--- src/rtl/c8s_ram.sv ---
// Generic single-port RAM with registered read data.
// Depends on nothing.
`default_nettype none

module c8s_ram #(
  parameter int WIDTH = 8,
  parameter int DEPTH = 256
) (
  input  wire logic                     clk,
  input  wire logic                     en,
  input  wire logic                     we,
  input  wire logic [$clog2(DEPTH)-1:0] addr,
  input  wire logic [WIDTH-1:0]         wdata,
  output logic      [WIDTH-1:0]         rdata
);

  logic [WIDTH-1:0] mem [DEPTH];

  always_ff @(posedge clk) begin
    if (en) begin
      if (we) begin
        mem[addr] <= wdata;
      end else begin
        rdata <= mem[addr];
      end
    end
  end

endmodule

`default_nettype wire

--- config.mk ---
export PLATFORM = sky130hd
export DESIGN_NAME = c8s_ram
export DESIGN_NICKNAME = d
export VERILOG_FILES = /design/src/rtl/c8s_ram.sv
export SDC_FILE = /design/constraint.sdc
export NUM_CORES = 2
export LEC_CHECK = 0
export BUFFER_PORTS_ARGS = -buffer_cell sky130_fd_sc_hd__clkbuf_2
export CORE_ASPECT_RATIO = 0.7
export CORE_UTILIZATION = 57
export DETAILED_ROUTE_END_ITERATION = 10
export HOLD_SLACK_MARGIN = 0.03
export PLACE_DENSITY = 0.76
export RECOVER_POWER = 100
export SYNTH_ARGS = -nofsm -noshare
export SYNTH_HDL_FRONTEND = slang
export SYNTH_SLANG_ARGS = --single-unit
export TNS_END_PERCENT = 100
--- constraint.sdc ---
create_clock -name clk -period 2.3 [get_ports clk]
set_clock_uncertainty 0.05 [all_clocks]
set_input_delay 0 -clock clk [delete_from_list [all_inputs] [get_ports clk]]
set_output_delay 0 -clock clk [all_outputs]
set_load 0.03 [all_outputs]
==> impl_metrics.toml <==
[status]
status = "finished with violations"
violations = "max-capacitance violations, max-slew violations, negative setup slack"

[synthesis]
synthTopCellsByCount = "2056 x edfxtp_1, 512 x mux4_2, 259 x nor2_1"
synthAdderAreaFrac_pct = 0
netlist_instances = 3526
synth_warnings = 0
synth_compound_area_share_pct = 3.63
ys_seq_area_share_pct = 78.8
synth_area_um2 = 78400
synth_nets = 3545
ys_ff_latch = 2056
synthFlopType = "edfxtp_1"
synthXorXnorAreaFrac_pct = 0
synthMuxAreaShare_pct = 14.7
synth_top_family_by_area = "multiplexers"
yosysMostFrequentCell = "edfxtp_1"
synthArstFlopShare_pct = 0
synth_simple_gate_area_share_pct = 1.61
synth-edff-count = 2056
synthDistinctLibCells = 21
netlist.area_leader.share_pct = 78.8
avgSynthCellArea_um2 = 22.2
synthTopCellsByArea = "edfxtp_1 79%, mux4_2 15%, a22oi_1 2.5%, nor2_1 1.2%, a21oi_1 0.82%"
yosysTopAreaCell = "edfxtp_1"

[timing]
worstMarginPinSlew_ps = 2260
period_needed_ps = 2370
setup_slack_ps = -70.3
holdWs_ps = 61.4
grt_setup_unrepaired = "yes"
drv_slew = 487
hold_viol_final = 0
max_freq_mhz = 422
setup_viol = 18
post-route-period-util_pct = 103
maxSlewHeadroom_pct = -51.0

[clocking]
tritoncts = "done"
htreeDepth = 4
cts_buffer_depth = 3
path_clk_slew_ps = 70
clockRootBuffer = "clkbuf_16"
cts_buffers = 176
clock_sinks = 2056
cts_setup_buffers = 0
clk_latency_ps = 820

[final_layout]
drive_gt1_share_pct = 33.4
finalNetCount = 4140
post-route-util_pct = 67.0
area_delta_synth_final_pct = 16.3

[pwr]
switchingPower_mw = 15.9
p_leak_nw = 28.6
combPwrFrac_pct = 5.2
p_sw_share_pct = 20.9
p_per_area_nw_per_um2 = 836
ir_worst_vdd_mv = 0.786
seq_power_share_pct = 54.1
p_int_mw = 60.3
clock_power_share_pct = 40.7

[setup_path]
cp.arrival_ps = 2870
cp-end-kind = "flip-flop"
path_max_fanout = 1
worstSetupPathType = "flip-flop to flip-flop"
cp.required_ps = 2800
start_kind = "flip-flop"

[placed_design]
io_buffer_count = 26
hpwlAfterDp_mm = 120
place_ws_ps = -879
gp_congestion = 0.895

[global_route]
grt_usage_pct = 29.1
antenna_found_initial = 7
gr-total-overflow = 0
grt_max_degree = 109
grt_pass1_vias = 41100
grt_pass1_wl_mm = 288

[worst_hold_path]
hp-class = "input port to flip-flop"

[detailed_routing]
first_pass_iters = 6
drt_iter0_drc = 6238
drc = 0
num_vias = 41000
via_per_inst = 6.71
wirelength_mm = 201
ant_nets = 0
wl_per_cell_um = 32.8

[floorplan]
coreArea_um2 = 136000
ios = 27
die-area_um2 = 139000
die_y_um = 312
rows = 113
fp.dieW_um = 445
start_util_pct = 57.6

[run]
drv_cap = 7
-- flip-flops by register name, indices dropped and copies added (netlist names) --
signal,cells
mem,2048
rdata,8
-- path summary, 6_finish.rpt --
check         startpoint          to  cells past startpoint  slack (ps)
max          mem[207][0]    rdata[0]                      6         -70
min                   en  mem[47][6]                      5          60
max reg2reg  mem[207][0]    rdata[0]                      6         -70
min reg2reg   mem[72][7]    rdata[7]                      5        1020
-- power by group through the flow --
stage | clock [mW] | sequential [mW] | combinational, mW
2_1_floorplan | 0 | 42.1 | 1.77
3_3_place_gp | 0 | 42.1 | 3.66
3_5_place_dp | 0 | 42.1 | 3.74
4_1_cts | 31.2 | 41.3 | 3.92
5_1_grt | 32.6 | 41.3 | 4.09
6_report | 31.0 | 41.3 | 3.93
-- cell usage in the layout (no fill, tap or decap), types with 37 or more instances in the layout --
cell type	n
edfxtp_1	2056
mux4_2	512
nor2_1	258
buf_4	213
a22oi_1	188
clkbuf_16	182
clkbuf_2	154
clkbuf_1	153
a21oi_1	87
a22oi_2	68
buf_12	57
buf_2	40
a21oi_2	37
-- critical path, stage by stage, from the launching register on --
cell and delay [ps]:
edfxtp_1 410, mux4_2 500, a22oi_1 290, a21oi_2 170, o41ai_2 360, buf_4 220
nand4_1 100
-- through the flow --
stage	total power, mW	instance area, um2	std cells	setup TNS, ps
6_report	76.3	91200	6109	-369
5_1_grt	78.0	91200	6105	-10390
4_1_cts	76.4	92300	6104	-46.5
3_5_place_dp	45.8	85600	5768	-39610
3_3_place_gp	45.7	85600	5768	-23030
2_1_floorplan	43.9	78400	3526	-12930
-- per-layer routing --
layer	wire (um)	vias up	global-route usage, %	share of wire, %
li1	-	16200	-	-
met1	74200	21300	42.7	37
met2	92400	3050	43.3	46
met3	27400	426	8.08	14
met4	6460	6	8.79	3.2
met5	40	-	0	0.020
-- cell families (layout without fill, tap and decap cells) --
logic type,count (synthesis),after routing
AOI/OAI and AO/OA,416,416
buffers and inverters,225,963
DFF,2056,2056
muxes,512,512
other,0,5
and+or+nand+nor,317,317
-- area by class of cell --
type / count / area, um2
sequential: 2056 / 61700
fill: 8337 / 44800
timing repair buffer: 642 / 4660
antenna: 5 / 12.5
multi-input combinational: 1245 / 16500
clock inverter: 108 / 1300
clock buffer: 213 / 4670
tap: 1840 / 2300
-- what timing repair did --
action | CTS | global route
hold buffers | 15 | 0
resized for setup | 103 | 47
endpoints found under the hold margin | 1188 | 0
pin swaps | 30 | 25
endpoints found under the setup margin | 8 | 8
Power figures use the tool's default switching activity.
