## src/rtl/c8s_pkg.sv

```systemverilog
// Types and constants for the 8-bit instruction step block.
// No dependencies; imported by c8s_alu, the step module and the testbench.
`default_nettype none

package c8s_pkg;

  localparam int ADDR_BITS = 16;
  localparam int MEM_DEPTH = 1 << ADDR_BITS;

  localparam logic [1:0] CMD_LOAD = 2'd0;
  localparam logic [1:0] CMD_READ = 2'd1;
  localparam logic [1:0] CMD_EXEC = 2'd2;

  localparam int FL_C = 0;
  localparam int FL_Z = 1;
  localparam int FL_I = 2;
  localparam int FL_D = 3;
  localparam int FL_B = 4;
  localparam int FL_U = 5;
  localparam int FL_V = 6;
  localparam int FL_N = 7;

  localparam logic [7:0]  P_RESET     = 8'h24;
  localparam logic [7:0]  P_PUSH_MASK = 8'h30;
  localparam logic [7:0]  STACK_PAGE  = 8'h01;
  localparam logic [15:0] VEC_RESET   = 16'hFFFC;
  localparam logic [15:0] VEC_IRQ     = 16'hFFFE;

  typedef enum logic [3:0] {
    ALU_OR, ALU_AND, ALU_EOR, ALU_ADC, ALU_SBC, ALU_PASS, ALU_CMP, ALU_BIT,
    ALU_ASL, ALU_ROL, ALU_LSR, ALU_ROR, ALU_DEC, ALU_INC
  } alu_op_t;

  typedef enum logic [3:0] {
    K_BAD, K_NOP, K_FLAG, K_REG, K_LOAD, K_CMP, K_STORE, K_RMW, K_BR,
    K_JMP, K_JMPI, K_JSR, K_RTS, K_RTI, K_BRK, K_PUSH
  } kind_t;

  typedef enum logic [3:0] {
    AM_IMP, AM_IMM, AM_ZP, AM_ZPX, AM_ZPY, AM_ABS, AM_ABSX, AM_ABSY,
    AM_INDX, AM_INDY, AM_PULL
  } amode_t;

  typedef enum logic [2:0] {
    REG_A, REG_X, REG_Y, REG_SP, REG_P, REG_NONE
  } reg_sel_t;

  typedef struct packed {
    kind_t    kind;
    amode_t   am;
    alu_op_t  alu;
    reg_sel_t rsrc;
    reg_sel_t rdst;
  } dec_t;

  typedef struct packed {
    logic [7:0] r;
    logic [7:0] p;
  } alu_res_t;

endpackage

`default_nettype wire

```

## src/rtl/c8s_alu.sv

```systemverilog
// Shared 8-bit arithmetic, logic, compare and shift unit with flag update.
// Depends on c8s_pkg.
`default_nettype none

module c8s_alu import c8s_pkg::*; (
  input  wire alu_op_t    op,
  input  wire logic [7:0] a,
  input  wire logic [7:0] m,
  input  wire logic [7:0] p_in,
  output alu_res_t        res
);

  logic [7:0] mo;
  logic [8:0] sum;
  logic [8:0] diff;
  logic [7:0] r;
  logic [7:0] p;

  always_comb begin
    mo   = (op == ALU_SBC) ? ~m : m;
    sum  = {1'b0, a} + {1'b0, mo} + {8'd0, p_in[FL_C]};
    diff = {1'b0, a} - {1'b0, m};
    r    = a;
    p    = p_in;
    unique case (op)
      ALU_OR:  r = a | m;
      ALU_AND: r = a & m;
      ALU_EOR: r = a ^ m;
      ALU_ADC, ALU_SBC: begin
        r       = sum[7:0];
        p[FL_C] = sum[8];
        p[FL_V] = ~(a[7] ^ mo[7]) & (a[7] ^ sum[7]);
      end
      ALU_PASS: r = m;
      ALU_CMP: begin
        r       = diff[7:0];
        p[FL_C] = ~diff[8];
      end
      ALU_BIT: begin
        r       = a & m;
        p[FL_V] = m[6];
      end
      ALU_ASL: begin
        p[FL_C] = m[7];
        r       = {m[6:0], 1'b0};
      end
      ALU_ROL: begin
        p[FL_C] = m[7];
        r       = {m[6:0], p_in[FL_C]};
      end
      ALU_LSR: begin
        p[FL_C] = m[0];
        r       = {1'b0, m[7:1]};
      end
      ALU_ROR: begin
        p[FL_C] = m[0];
        r       = {p_in[FL_C], m[7:1]};
      end
      ALU_DEC: r = m - 8'd1;
      ALU_INC: r = m + 8'd1;
      default: r = a;
    endcase
    p[FL_Z] = (r == 8'd0);
    p[FL_N] = (op == ALU_BIT) ? m[7] : r[7];
    res.r = r;
    res.p = p;
  end

endmodule

`default_nettype wire

```

## config.mk

```make
export PLATFORM = sky130hd
export DESIGN_NAME = c8s_alu
export DESIGN_NICKNAME = d
export VERILOG_FILES = /design/src/rtl/c8s_pkg.sv /design/src/rtl/c8s_alu.sv
export SDC_FILE = /design/constraint.sdc
export NUM_CORES = 1
export LEC_CHECK = 0
export BUFFER_PORTS_ARGS = -buffer_cell sky130_fd_sc_hd__buf_4
export CORE_UTILIZATION = 50
export DETAILED_ROUTE_END_ITERATION = 10
export PLACE_DENSITY = 0.78
export SLEW_MARGIN = 20
export SYNTH_ARGS = -nofsm -noshare
export SYNTH_HDL_FRONTEND = slang
export SYNTH_SLANG_ARGS = --single-unit
```

## constraint.sdc

```tcl
create_clock -name vclk -period 6.7
set_clock_uncertainty 0.1 [all_clocks]
set_input_delay 2.01 -clock vclk [all_inputs]
set_output_delay 2.01 -clock vclk [all_outputs]
set_load 0.01 [all_outputs]
```

==> results.py, run 1 <==
metrics = {
    "cells_and_area": {
        "antenna_cells": 0,
        "clockBufferCount": 0,
        "finalInstanceArea_um2": 3088,
        "fin_nets": 439,
        "syn_to_final_growth_pct": 44.41,
        "final_util_pct": 76.10,
        "fill_cells": 297,
        "drive_above_1_share_pct": 36.51,
        "n_sequential_cell": 0,
        "seq_area_um2": 0,
    },
    "placed_design": {
        "gp_congestion": 0.9540,
        "portBuffers": 34,
        "place_area_um2": 2758,
        "hpwl_um": 5440,
    },
    "hold_path": {
        "hold_class": "primary input to output port",
        "min-delay-start": "p_in[4]",
    },
    "timing": {
        "finalSetupTns_ns": -1.200,
        "finalSetupViolCount": 5,
        "max-slew-margin-rel_pct": 26.08,
        "finalHoldViolCount": 0,
        "period_share_pct": 105.8,
        "drv_slew": 0,
        "finalWorstSetupSlack_ns": -0.3877,
        "fin_crit_ns": 7.088,
        "fmax_ghz": 0.1411,
        "worstMarginPinSlew_ns": 1.099,
        "grt_setup_unrepaired": "true",
    },
    "power_and_ir_drop": {
        "intPower_uw": 147.3,
        "vdd_drop_max_uv": 49.37,
        "share_comb_of_total_power_pct": 100.0,
        "p_switching_uw": 145.1,
        "sequentialPowerShare_pct": 0,
        "powerDensity_nw_per_um2": 94.71,
        "swShare_pct": 49.63,
        "p_leak_nw": 1.400,
        "p_clk_share_pct": 0,
    },
    "critical_path": {
        "critPathArrivalTime_ns": 4.98,
        "endpoint_kind": "output port",
        "cp-startpoint": "op[3]",
        "critPathKind": "primary input to output port",
        "startpoint_type": "primary input",
        "worstPathRequired_ns": 4.59,
        "worst-path-max-fanout": 2,
    },
    "global_route": {
        "grt_use_met3_pct": 6.081,
        "grt-busiest-layer": "met2",
        "grt_pass1_vias": 2435,
        "grtUsageMet1_pct": 39.76,
        "grt_first_pass_wirelength_um": 11320,
        "met2_usage_pct": 57.38,
        "grt.total_usage_pct": 32.56,
        "grt_max_degree": 35,
        "antenna_found_initial": 0,
        "grt_overflow": 0,
    },
    "yosys": {
        "ys.warnings.count": 0,
        "post-synth-top-count-cell": "ha_1",
        "yosysTopAreaCell": "ha_1",
        "synth-seq-area-share_pct": 0,
        "synth.top_cell.area_share_pct": 22.24,
        "synth_area_leaders": "ha_1 22%, xnor2_1 8.6%, inv_1 4.7%",
        "yosys-top-cells-count": "38 x ha_1, 27 x inv_1, 21 x xnor2_1",
        "synth_cell_types": 57,
        "syn-num-nets": 362,
        "synthesis.area_um2": 2138,
        "syn_inst": 292,
        "syn_area_per_cell_um2": 7.323,
    },
    "outcome": {
        "status": "complete, but fails checks",
        "violations": "negative setup slack",
    },
    "clock_network": {
        "ctsHoldBuffers": 0,
    },
    "routing": {
        "vias": 2702,
        "drc_errors": 0,
        "ant_nets": 0,
        "wl_per_cell_um": 18.25,
        "wl_um": 7610,
        "routed_via_density": 6.480,
        "dr.pass1.iters": 6,
        "drt_iter0_markers": 332,
    },
    "die": {
        "die_area_um2": 4542,
        "core.rowCount": 23,
        "die_w_um": 67.40,
        "core_area_um2": 4058,
        "start_util_pct": 52.70,
        "boundaryPins": 44,
        "chipHeight_um": 67.40,
    },
    "job": {
        "cap_viol_max_count": 0,
    },
}
## layer usage
metal	vias to the layer above	share of wire [%]
met3	29	9.0
li1	1245	-
met5	-	0
met2	180	48
met1	1248	39
met4	0	3.2
## worst max-delay path, cell delays in order
cell	delay (ns)
buf_8	0.10
nand2b_4	0.15
nor3_4	0.34
xnor2_2	0.17
fa_2	0.26
inv_2	0.04
fa_2	0.37
a211oi_4	0.23
nor2_1	0.07
nor2_1	0.09
nor3_1	0.06
o32a_1	0.40
or3_4	0.41
nor4_4	0.13
buf_4	0.15
## cells in the final DEF (no fill, tap or decap), types with 5 or more instances in the layout
cell type	instances
xnor2_1	15
nor2_1	17
a221o_1	5
nand2b_1	5
nand2_1	12
a31oi_1	8
buf_4	84
a21oi_1	14
nand3_1	5
inv_1	26
buf_6	6
o21ai_0	11
o32a_1	5
nor2b_1	5
ha_1	35
nor3_1	8
o22ai_1	5
## what timing repair did
action	CTS	global route
setup endpoints to repair	9	8
hold endpoints to repair	0	0
buffers inserted	7	6
pin swaps	25	8
gates resized for setup	19	29
## cells by family after synthesis
family | share of synthesized area, %
xor+xnor | 9.831
compound gates | 34.11
fa+ha+maj | 25.98
mux | 0.5266
buf+inv | 10.42
simple gates | 19.13
## metrics by stage
step                hold WS (ns)  setup WS, ns  total power, mW  cells
floorplan                  4.012       -0.1525           0.1463    292
global placement           3.920       -0.5489           0.2354    408
detailed placement         3.920       -0.5653           0.2411    408
CTS                        3.920       -0.3473           0.2548    413
global route               3.920       -0.5432           0.3133    417
finish                     3.920       -0.3877           0.2924    417
## final cells by class
cell class	count	area (um2)	area share, %
inverter	28	105.1	3.404
multi-input combinational	247	2187	70.83
tap	50	62.56	2.026
timing repair buffer	92	733.2	23.74
## path summary, 6_finish.rpt
kind | to | cells past startpoint | slack, ns
setup / recovery | res[1] | 15 | -0.39
hold / removal | res[4] | 0 | 3.92
## power by group through the flow
stage	clock, mW	combinational [mW]	sequential [mW]
after floorplan	0	0.146	0
after global placement	0	0.235	0
after detailed placement	0	0.241	0
after CTS	0	0.255	0
after global routing	0	0.313	0
final	0	0.292	0
Power figures use the tool's default switching activity.
==> inputs of run 2 (changes only) <==
--- a/config.mk
+++ b/config.mk
@@ -8,7 +8,7 @@
 export BUFFER_PORTS_ARGS = -buffer_cell sky130_fd_sc_hd__buf_4
 export CORE_UTILIZATION = 50
 export DETAILED_ROUTE_END_ITERATION = 10
-export PLACE_DENSITY = 0.78
+export PLACE_DENSITY = 0.74
 export SLEW_MARGIN = 20
 export SYNTH_ARGS = -nofsm -noshare
 export SYNTH_HDL_FRONTEND = slang
==> results.py, run 2 (same netlist as run 1, synthesis figures left out) <==
metrics = {
    "outcome": {
        "status": "complete, but fails checks",
        "violations": "negative setup slack",
    },
    "routing": {
        "vias": 2624,
        "wl_per_cell_um": 17.51,
        "drt_iter0_markers": 263,
        "routed_via_density": 6.293,
        "drc_errors": 0,
        "wl_um": 7300,
        "dr.pass1.iters": 6,
        "ant_nets": 0,
    },
    "cells_and_area": {
        "syn_to_final_growth_pct": 40.67,
        "finalInstanceArea_um2": 3008,
        "clockBufferCount": 0,
        "drive_above_1_share_pct": 34.88,
        "antenna_cells": 0,
        "layout_commonest_cell": "buf_4",
        "n_sequential_cell": 0,
        "seq_area_um2": 0,
        "fin_nets": 439,
        "layout_common_cells": "87 x buf_4, 38 x ha_1, 26 x inv_1, 17 x nor2_1, 16 x xnor2_1",
        "fill_cells": 328,
    },
    "timing": {
        "max-slew-margin-rel_pct": 31.35,
        "period_share_pct": 105.0,
        "fmax_ghz": 0.1422,
        "drv_slew": 0,
        "worstMarginPinSlew_ns": 1.020,
        "finalWorstSetupSlack_ns": -0.3343,
        "fin_hold_ws_ns": 3.920,
        "grt_setup_unrepaired": "true",
        "finalHoldViolCount": 0,
        "finalSetupViolCount": 4,
        "fin_crit_ns": 7.034,
    },
    "die": {
        "core_area_um2": 4058,
        "die_area_um2": 4542,
        "chipHeight_um": 67.40,
        "die_w_um": 67.40,
        "core.rowCount": 23,
        "boundaryPins": 44,
        "start_util_pct": 52.70,
    },
    "global_route": {
        "antenna_found_initial": 0,
        "grt_first_pass_wirelength_um": 11000,
        "grt.total_usage_pct": 31.82,
        "grt_overflow": 0,
        "grt_max_degree": 36,
        "grt_pass1_vias": 2375,
    },
    "placed_design": {
        "gp_congestion": 0.9663,
        "dp_slack_ns": -0.5630,
        "place_area_um2": 2758,
        "portBuffers": 34,
        "hpwl_um": 5309,
    },
    "critical_path": {
        "worst-path-max-fanout": 2,
        "critPathKind": "primary input to output port",
        "endpoint_kind": "output port",
        "worstPathRequired_ns": 4.59,
        "startpoint_type": "primary input",
        "critPathArrivalTime_ns": 4.92,
    },
    "job": {
        "cap_viol_max_count": 0,
    },
    "power_and_ir_drop": {
        "share_comb_of_total_power_pct": 100.0,
        "swShare_pct": 49.78,
        "p_total_uw": 277.2,
        "intPower_uw": 139.2,
        "p_leak_nw": 1.383,
        "p_switching_uw": 138.0,
        "vdd_drop_max_uv": 49.02,
        "p_clk_share_pct": 0,
        "sequentialPowerShare_pct": 0,
        "powerDensity_nw_per_um2": 92.15,
    },
    "hold_path": {
        "hold_class": "primary input to output port",
        "holdPathStages": 0,
    },
}
## run 2: final timing paths
path                    start  endpoint  slack [ns]
worst max-delay path    op[3]    res[1]       -0.33
worst min-delay path  p_in[2]    res[2]        3.92
## run 2: per-layer routing
metal / wire length, um / share of wire, % / track usage, %
met1: 2890 / 40 / 40.46
met2: 3443 / 47 / 53.87
met3: 650 / 8.9 / 3.378
met4: 316 / 4.3 / 13.56
met5: 0 / 0 / 0
## run 2: metrics by stage
step / util [%] / std cells / TNS (ns)
after floorplan: - / 292 / -0.1525
after detailed placement: 67.96 / 408 / -1.839
after global routing: 74.13 / 417 / -1.145
after global placement: 67.96 / 408 / -1.676
after CTS: 72.80 / 417 / -0.7118
final: 74.13 / 417 / -0.5817
## run 2: final cells by class
class | instances | area (um2) | share of cell area, %
inverters | 28 | 105.1 | 3.494
multi-input cells | 247 | 2118 | 70.42
well taps | 50 | 62.56 | 2.080
repair buffers | 92 | 721.9 | 24.00
## run 2: power by group through the flow
stage	Sequential [mW]	Clock [mW]	Combinational, mW
2_1_floorplan	0	0	0.146
3_3_place_gp	0	0	0.235
3_5_place_dp	0	0	0.239
4_1_cts	0	0	0.262
5_1_grt	0	0	0.297
6_report	0	0	0.277
## run 2: what timing repair did
item,CTS,global route
pin swaps,23,12
hold buffers,0,0
endpoints found under the setup margin,9,10
resized for setup,26,12
buffers inserted,11,2
## run 2: critical path, cell delays in order
cell	delay (ns)
buf_8	0.10
nand2b_4	0.14
nor3_4	0.21
buf_6	0.16
xnor2_4	0.11
fa_2	0.24
inv_2	0.04
fa_2	0.36
a211oi_4	0.23
nor2_1	0.07
nor2_1	0.10
nor3_1	0.07
o32a_1	0.37
or3_4	0.42
nor4_4	0.13
buf_4	0.16
==> inputs of run 3 (changes only) <==
==> constraint.sdc (replaced) <==
create_clock -name vclk -period 6.3
set_clock_uncertainty 0.1 [all_clocks]
set_input_delay 1.89 -clock vclk [all_inputs]
set_output_delay 1.89 -clock vclk [all_outputs]
set_load 0.01 [all_outputs]
==> results.py, run 3 (same netlist as run 1, synthesis figures left out) <==
metrics = {
    "power_and_ir_drop": {
        "p_total_uw": 308.2,
        "powerDensity_nw_per_um2": 96.81,
        "vdd_drop_max_uv": 57.90,
        "swShare_pct": 48.56,
        "sequentialPowerShare_pct": 0,
        "p_switching_uw": 149.6,
        "p_leak_nw": 1.472,
        "p_clk_share_pct": 0,
        "share_comb_of_total_power_pct": 100.0,
        "intPower_uw": 158.5,
    },
    "outcome": {
        "status": "complete, but fails checks",
        "violations": "negative setup slack",
    },
    "job": {
        "cap_viol_max_count": 0,
    },
    "cells_and_area": {
        "layout_common_cells": "92 x buf_4, 34 x ha_1, 26 x inv_1, 17 x xnor2_1, 17 x nor2_1",
        "seq_area_um2": 0,
        "layout_commonest_cell": "buf_4",
        "n_sequential_cell": 0,
        "drive_above_1_share_pct": 38.26,
        "fin_nets": 451,
        "clockBufferCount": 0,
        "antenna_cells": 0,
        "syn_to_final_growth_pct": 48.86,
    },
    "placed_design": {
        "dp_slack_ns": -0.7400,
        "gp_congestion": 1.007,
        "portBuffers": 34,
        "hpwl_um": 5529,
    },
    "clock_network": {
        "ctsHoldBuffers": 0,
    },
    "timing": {
        "period_share_pct": 107.4,
        "finalSetupTns_ns": -1.314,
        "grt_setup_unrepaired": "true",
        "fin_crit_ns": 6.769,
        "fmax_ghz": 0.1477,
        "max-slew-margin-rel_pct": 27.88,
        "finalSetupViolCount": 7,
        "drv_slew": 0,
        "finalWorstSetupSlack_ns": -0.4693,
        "finalHoldViolCount": 0,
        "fin_hold_ws_ns": 3.680,
        "worstMarginPinSlew_ns": 1.072,
    },
    "die": {
        "boundaryPins": 44,
        "start_util_pct": 52.70,
        "die_w_um": 67.40,
        "core_area_um2": 4058,
        "core.rowCount": 23,
        "chipHeight_um": 67.40,
        "die_area_um2": 4542,
    },
    "routing": {
        "ant_nets": 0,
        "drc_errors": 0,
        "dr.pass1.iters": 5,
        "drt_iter0_markers": 244,
        "routed_via_density": 6.340,
        "wl_per_cell_um": 17.97,
        "vias": 2720,
        "wl_um": 7708,
    },
    "critical_path": {
        "cp_slowest_cell": "or3_4",
        "startpoint_type": "primary input",
        "worstPathRequired_ns": 4.31,
        "timing.critical_path.buf_inv": 4,
        "cp-startpoint": "op[3]",
        "critPathArrivalTime_ns": 4.78,
        "path_delay_family": "simple AND/OR/NAND/NOR gates",
        "critical_path.max_stage_delay_ns": 0.42,
        "critPathKind": "primary input to output port",
        "crit_chain": "buf_8 > nand2b_4 > nor3_4 > xnor2_2 > fa_2 > inv_2 > fa_2 > buf_6 > xnor2_2 > o22ai_1 > o32a_1 > or3_4 > nor4_4 > buf_4",
        "worst-path-max-fanout": 3,
        "endpoint_kind": "output port",
    },
    "global_route": {
        "grt_use_met3_pct": 3.041,
        "grt.total_usage_pct": 33.25,
        "antenna_found_initial": 0,
        "grt_max_degree": 35,
        "met2_usage_pct": 58.38,
        "grt-busiest-layer": "met2",
        "grt_overflow": 0,
        "grtUsageMet1_pct": 41.45,
        "grt_first_pass_wirelength_um": 11450,
        "grt_pass1_vias": 2473,
    },
    "hold_path": {
        "min-delay-start": "p_in[2]",
        "hold_class": "primary input to output port",
    },
}
-- run 3: metrics by stage --
stage               std cells  cell area [um2]  util (%)
finish                    429             3183     78.45
global route              429             3183     78.45
CTS                       430             3133     77.21
detailed placement        421             2855     70.37
global placement          421             2855     70.37
floorplan                 292             2203         -
-- run 3: what timing repair did --
| item | in CTS | in global routing |
|---|---|---|
| buffers inserted | 12 | 2 |
| pin swaps | 26 | 15 |
| gates cloned | 1 | 0 |
| hold endpoints to repair | 0 | 0 |
| gates resized for setup | 38 | 11 |
| endpoints found under the setup margin | 11 | 9 |
-- run 3: per-layer routing --
layer | up-vias | routed length (um) | share of wire, %
met2 | 155 | 3596 | 47
met4 | 0 | 302 | 3.9
li1 | 1271 | - | -
met3 | 31 | 665 | 8.6
met1 | 1263 | 3144 | 41
met5 | - | 0 | 0
-- run 3: worst paths after layout --
check	endpoint	cells after the start	slack (ns)
min	res[2]	0	3.68
max	res[1]	14	-0.47
-- run 3: power by group through the flow --
| stage | Combinational [mW] | Sequential (mW) | Clock [mW] |
|---|---|---|---|
| floorplan | 0.156 | 0 | 0 |
| global placement | 0.257 | 0 | 0 |
| detailed placement | 0.261 | 0 | 0 |
| CTS | 0.296 | 0 | 0 |
| global route | 0.330 | 0 | 0 |
| finish | 0.308 | 0 | 0 |
-- run 3: cell type report --
type | count | area (um2)
Multi-Input combinational cell | 247 | 2156
Fill cell | 297 | 874.6
Timing Repair Buffer | 104 | 859.6
Inverter | 28 | 105.1
Tap cell | 50 | 62.56
